<file path="src/bnn_pkg.sv">
`timescale 1ns / 1ps
// ----------------------------------------------------------------------------
// bnn_pkg
// Shared types and constants of the batched nearest neighbour unit.
// ----------------------------------------------------------------------------
package bnn_pkg;

  localparam int MAX_REFS_DEF   = 1024;
  localparam int COORD_BITS_DEF = 16;

  localparam int NUM_LANES  = 4;
  localparam int LANE_BITS  = 2;
  localparam int DRAIN_LAST = 2;   // edges after the last row issue, minus one

  localparam int OPC_W    = 2;
  localparam int COORD_W  = 16;
  localparam int BATCH_W  = 8;
  localparam int STATUS_W = 3;
  localparam int OIDX_W   = 10;
  localparam int ODIST_W  = 34;

  localparam logic [OPC_W-1:0] OP_LOAD  = 2'd0;
  localparam logic [OPC_W-1:0] OP_QUERY = 2'd1;
  localparam logic [OPC_W-1:0] OP_CLEAR = 2'd2;

  localparam logic [STATUS_W-1:0] ST_LOADED  = 3'd0;
  localparam logic [STATUS_W-1:0] ST_FULL    = 3'd1;
  localparam logic [STATUS_W-1:0] ST_CLEARED = 3'd2;
  localparam logic [STATUS_W-1:0] ST_MATCH   = 3'd3;
  localparam logic [STATUS_W-1:0] ST_NOMATCH = 3'd4;

  typedef enum logic [2:0] {
    S_IDLE,
    S_SCAN,
    S_DRAIN,
    S_MERGE,
    S_EMIT
  } state_t;

  typedef struct packed {
    logic wr_en;
    logic issue;
    logic start;
  } lane_cmd_t;

endpackage

</file>
<file path="src/bnn_merge.sv">
`timescale 1ns / 1ps
// ----------------------------------------------------------------------------
// bnn_merge
// Walks the lane results one per cycle and keeps the overall nearest entry,
// lowest store index on equal distance.
// ----------------------------------------------------------------------------
module bnn_merge #(
  parameter int DW    = 36,
  parameter int ROW_W = 8,
  parameter int IDX_W = ROW_W + bnn_pkg::LANE_BITS
) (
  input  logic                  clk,
  input  logic                  rst_n,
  input  logic                  start,
  input  logic [bnn_pkg::NUM_LANES-1:0] lane_found,
  input  logic [DW-1:0]         lane_dist [bnn_pkg::NUM_LANES],
  input  logic [ROW_W-1:0]      lane_row  [bnn_pkg::NUM_LANES],
  output logic                  done,
  output logic                  found,
  output logic [DW-1:0]         min_dist,
  output logic [IDX_W-1:0]      idx
);

  logic                           busy_r, done_r, found_r;
  logic [bnn_pkg::LANE_BITS-1:0]  lane_r;
  logic [DW-1:0]                  dist_r;
  logic [IDX_W-1:0]               idx_r;
  logic [DW-1:0]                  c_dist;
  logic [IDX_W-1:0]               c_idx;
  logic                           take;

  always_comb begin
    c_dist = lane_dist[lane_r];
    c_idx  = {lane_row[lane_r], lane_r};
    take   = busy_r && lane_found[lane_r]
             && (!found_r || c_dist < dist_r || (c_dist == dist_r && c_idx < idx_r));
  end

  always_ff @(posedge clk) begin
    if (!rst_n) begin
      busy_r  <= 1'b0;
      done_r  <= 1'b0;
      found_r <= 1'b0;
      lane_r  <= '0;
    end else begin
      done_r <= 1'b0;
      if (start) begin
        busy_r  <= 1'b1;
        found_r <= 1'b0;
        lane_r  <= '0;
      end else if (busy_r) begin
        if (take) begin
          found_r <= 1'b1;
        end
        lane_r <= lane_r + 1'b1;
        if (lane_r == bnn_pkg::LANE_BITS'(bnn_pkg::NUM_LANES - 1)) begin
          busy_r <= 1'b0;
          done_r <= 1'b1;
        end
      end
    end
  end

  always_ff @(posedge clk) begin
    if (take) begin
      dist_r <= c_dist;
      idx_r  <= c_idx;
    end
  end

  assign done     = done_r;
  assign found    = found_r;
  assign min_dist = dist_r;
  assign idx      = idx_r;

endmodule

</file>
<file path="config.mk">
export PLATFORM = sky130hd
export DESIGN_NAME = bnn_merge
export DESIGN_NICKNAME = d
export VERILOG_FILES = /design/src/bnn_pkg.sv /design/src/bnn_merge.sv
export SDC_FILE = /design/constraint.sdc
export NUM_CORES = 1
export LEC_CHECK = 0
export ABC_AREA = 1
export BUFFER_PORTS_ARGS = -buffer_cell sky130_fd_sc_hd__buf_2
export CAP_MARGIN = 20
export CORE_UTILIZATION = 41
export DETAILED_ROUTE_END_ITERATION = 16
export MAX_ROUTING_LAYER = met4
export PLACE_DENSITY = 0.78
export SLEW_MARGIN = 20
export SYNTH_ARGS = -nofsm -noshare
export SYNTH_HDL_FRONTEND = slang
export SYNTH_SLANG_ARGS = --single-unit
</file>
<file path="constraint.sdc">
create_clock -name clk -period 3.22 [get_ports clk]
set_clock_uncertainty 0.1 [all_clocks]
set_input_delay 0.644 -clock clk [delete_from_list [all_inputs] [get_ports clk]]
set_output_delay 0.644 -clock clk [all_outputs]
set_load 0.02 [all_outputs]
</file>
==> run summary <==
Worst VDD drop -> 205 µV
Die area -> 10400 µm²
FILL cells -> 928
Setup crit start -> lane_r[0]$_SDFFE_PP0P_
Root Driver -> clkbuf_8
Sequential area share after synthesis -> 0.362
Largest family of logic cells by synthesized area -> compound AO/OA/AOI/OAI gates
Clk slew on worst S/H paths -> 0.10 ns
Syn_area_per_cell -> 7.55 µm²
Max-cap violations -> 0
Congestion Overflow GR -> 0
Gr usage total -> 0.241
Placed cells -> 886
Avg WL per Cell -> 14.5 µm
Post-synth EDFFs -> 46
Multiplexer share of the synthesized area -> 0
Hold crit path type -> reg -> reg
Hold_sp -> busy_r$_SDFF_PN0_
Worst setup path category -> reg -> reg
RSZ-0062 raised after global routing -> false
Fmax -> 0.336 GHz
Clock Path Buffers -> 2
Cells after Synth -> 543
CORE AREA -> 9730 µm²
Final nets -> 989
Commonest non-fill, non-tap cells in the layout -> buf_2, nor2_1, o21ai_0
Met3 Usage GRT -> 0.0424
Worst-margin pin slew -> 0.465 ns
Hold buffers post-CTS -> 0
Synth Cell Area -> 4100 µm²
Most area-hungry cell type in the Yosys netlist -> edfxtp_1
Crit share post-route -> 0.923
Final GP Congestion -> 0.908
Crit start category -> flop
Adder-cell share of the synthesized area -> 0.140
Initial antenna violation count -> 0
Tmin final -> 2.97 ns
Synth Register Bits -> 51
First-pass GRT wire length -> 18.8 mm
DRC -> 0
CP max stage cell -> dfxtp_2
Worst path max stage delay -> 0.38 ns
Main flop type after synthesis -> edfxtp_1
Antenna Nets Post-Route -> 0
Top Usage Layer GRT -> met2
R2R Path Start -> lane_r[0]$_SDFFE_PP0P_
Count of pins over their slew limit -> 0
XOR/XNOR Fraction of Synth Area -> 0
Worst Setup End Kind -> flop
Data arrival, critical path -> 2.88 ns
First-pass DRT Iterations -> 5
PwrDens -> 346 nW/µm²
Vias in the first global route -> 4026
# diodes -> 0
Synth Area in Simple Gates -> 0.176
R2R cell count -> 15
Worst path required time -> 3.13 ns
Vias -> 4567
Met1 Use GR -> 0.298
Worst skew pair latency -> 0.31 ns
Relative slew slack -> 0.690
Leading cell type in the layout, fill and taps excluded -> buf_2
Wire length after detailed routing -> 12.9 mm
Area contributors post-synth -> edfxtp_1, ha_1, o21ai_0
Crit Path Max Fanout -> 44
CTS tree -> done
I/O Buffers -> 230
Status -> finished clean
Crit path cell chain -> inv_2 -> buf_12 -> o21ai_0 -> o22ai_1 -> ha_1 -> a21oi_1 -> o21ai_0 -> nor2_1 -> nand2_1 -> nor2_1 -> nand2_1 -> nand3_1 -> nand2_1 -> clkinvlp_4 -> buf_6
Post-synthesis cell type count -> 24
Clock sink count -> 51
Die width -> 102 µm
Non-Filler Instances -> 894
Inserted Clock Buffers -> 5
Die height -> 102 µm
Post-synth top area share -> 0.337
Mapped Nets -> 772
Layout cells sized above 1 -> 0.342
Hpwl dp -> 10.3 mm
Crit-path most repeated cell -> nand2_1
Setup violators final -> 0
Iteration-0 DRC count of the detailed router -> 231
Initial core utilization -> 0.421
Synth Area in Compound Gates -> 0.219
Final Hold Viols -> 0
H-Tree Level Count -> 2
FFs w/ async S/R, synth -> 0
IO Pins -> 231
Area delta synth->final -> 35.4%
Cell Rows -> 36
Hold path depth -> 2
Met2 usage -> 0.401
Number of vias per cell -> 5.11
Pleak -> 0.00282 µW
Yosys warns -> 0
Largest net degree at the start of global routing -> 49
Setup TNS -> 0 ns
-- sequential cells by signal, indices dropped and copies added (netlist names) --
register  cells
busy_r        1
done          1
found         1
idx          10
lane_r        2
min_dist     36
-- power by group --
| part | leakage (µW) | switching (µW) | internal (µW) | total [µW] |
|---|---|---|---|---|
| registers | 0.000467 | 20.8 | 775 | 796 |
| logic | 0.00229 | 342 | 246 | 588 |
| clock network | 0.0000644 | 228 | 310 | 538 |
| total | 0.00282 | 590 | 1330 | 1920 |
-- stage by stage --
stage / setup slack, ns / utilization / total power, µW / cell area [µm²] / hold slack (ns)
final: 0.247 / 0.570 / 1920 / 5550 / 0.393
after global placement: 0.0945 / 0.555 / 1380 / 5400 / 0.375
after floorplan: 0.0216 / - / 1150 / 4100 / 0.344
after CTS: 0.0806 / 0.569 / 1930 / 5540 / 0.397
after global routing: 0.0650 / 0.570 / 2030 / 5550 / 0.438
after detailed placement: 0.0465 / 0.555 / 1390 / 5400 / 0.381
-- cell families (layout without fill, tap and decap cells) --
group | after synthesis | count (layout)
simple gates | 186 | 186
flops | 51 | 51
fa+ha+maj | 46 | 46
compound gates | 163 | 163
buf+inv | 97 | 315
-- critical path, delay by kind of cell, from the launching register on --
kind / cells / cell delay (ns)
adders and majority gates: 1 / 0.34
and+or+nand+nor: 6 / 0.48
buffers and inverters: 4 / 0.65
AOI/OAI and AO/OA: 4 / 0.71
DFF: 1 / 0.38
-- timing repair --
item	4_1_cts	5_1_grt
endpoints found under the hold margin	0	0
setup buffers	0	0
resized for setup	0	3
setup endpoints to repair	0	46
-- worst paths after layout --
kind,slack [ns],endpoint
min,0.39,lane_r[0]$_SDFFE_PP0P_
max,0.25,idx[7]$_DFFE_PP_
min reg2reg,0.39,lane_r[0]$_SDFFE_PP0P_
max reg2reg,0.25,idx[7]$_DFFE_PP_
-- Yosys cell counts (5+ instances only) --
cell type	number
buf_6	6
clkbuf_1	14
inv_1	65
edfxtp_1	46
nor2_1	109
nand2_1	67
dfxtp_1	5
o22ai_1	43
o21ai_0	87
nor2_2	6
a21oi_1	21
ha_1	46
buf_2	8
-- layer usage --
layer,wire (µm),vias to the layer above
met1,5670,2072
met2,6250,196
met5,0,-
li1,-,2276
met3,765,23
met4,257,0
-- cell type report --
class                   count  area [µm²]  area share
inverters                  67         255      0.0460
well taps                 133         166      0.0300
multi-input cells         395        2200       0.397
flip-flops and latches     51        1480       0.267
clock buffers               5        68.8      0.0124
clock inverters             3        67.6      0.0122
repair buffers            240        1310       0.235
(Power assumes the default switching activity.)
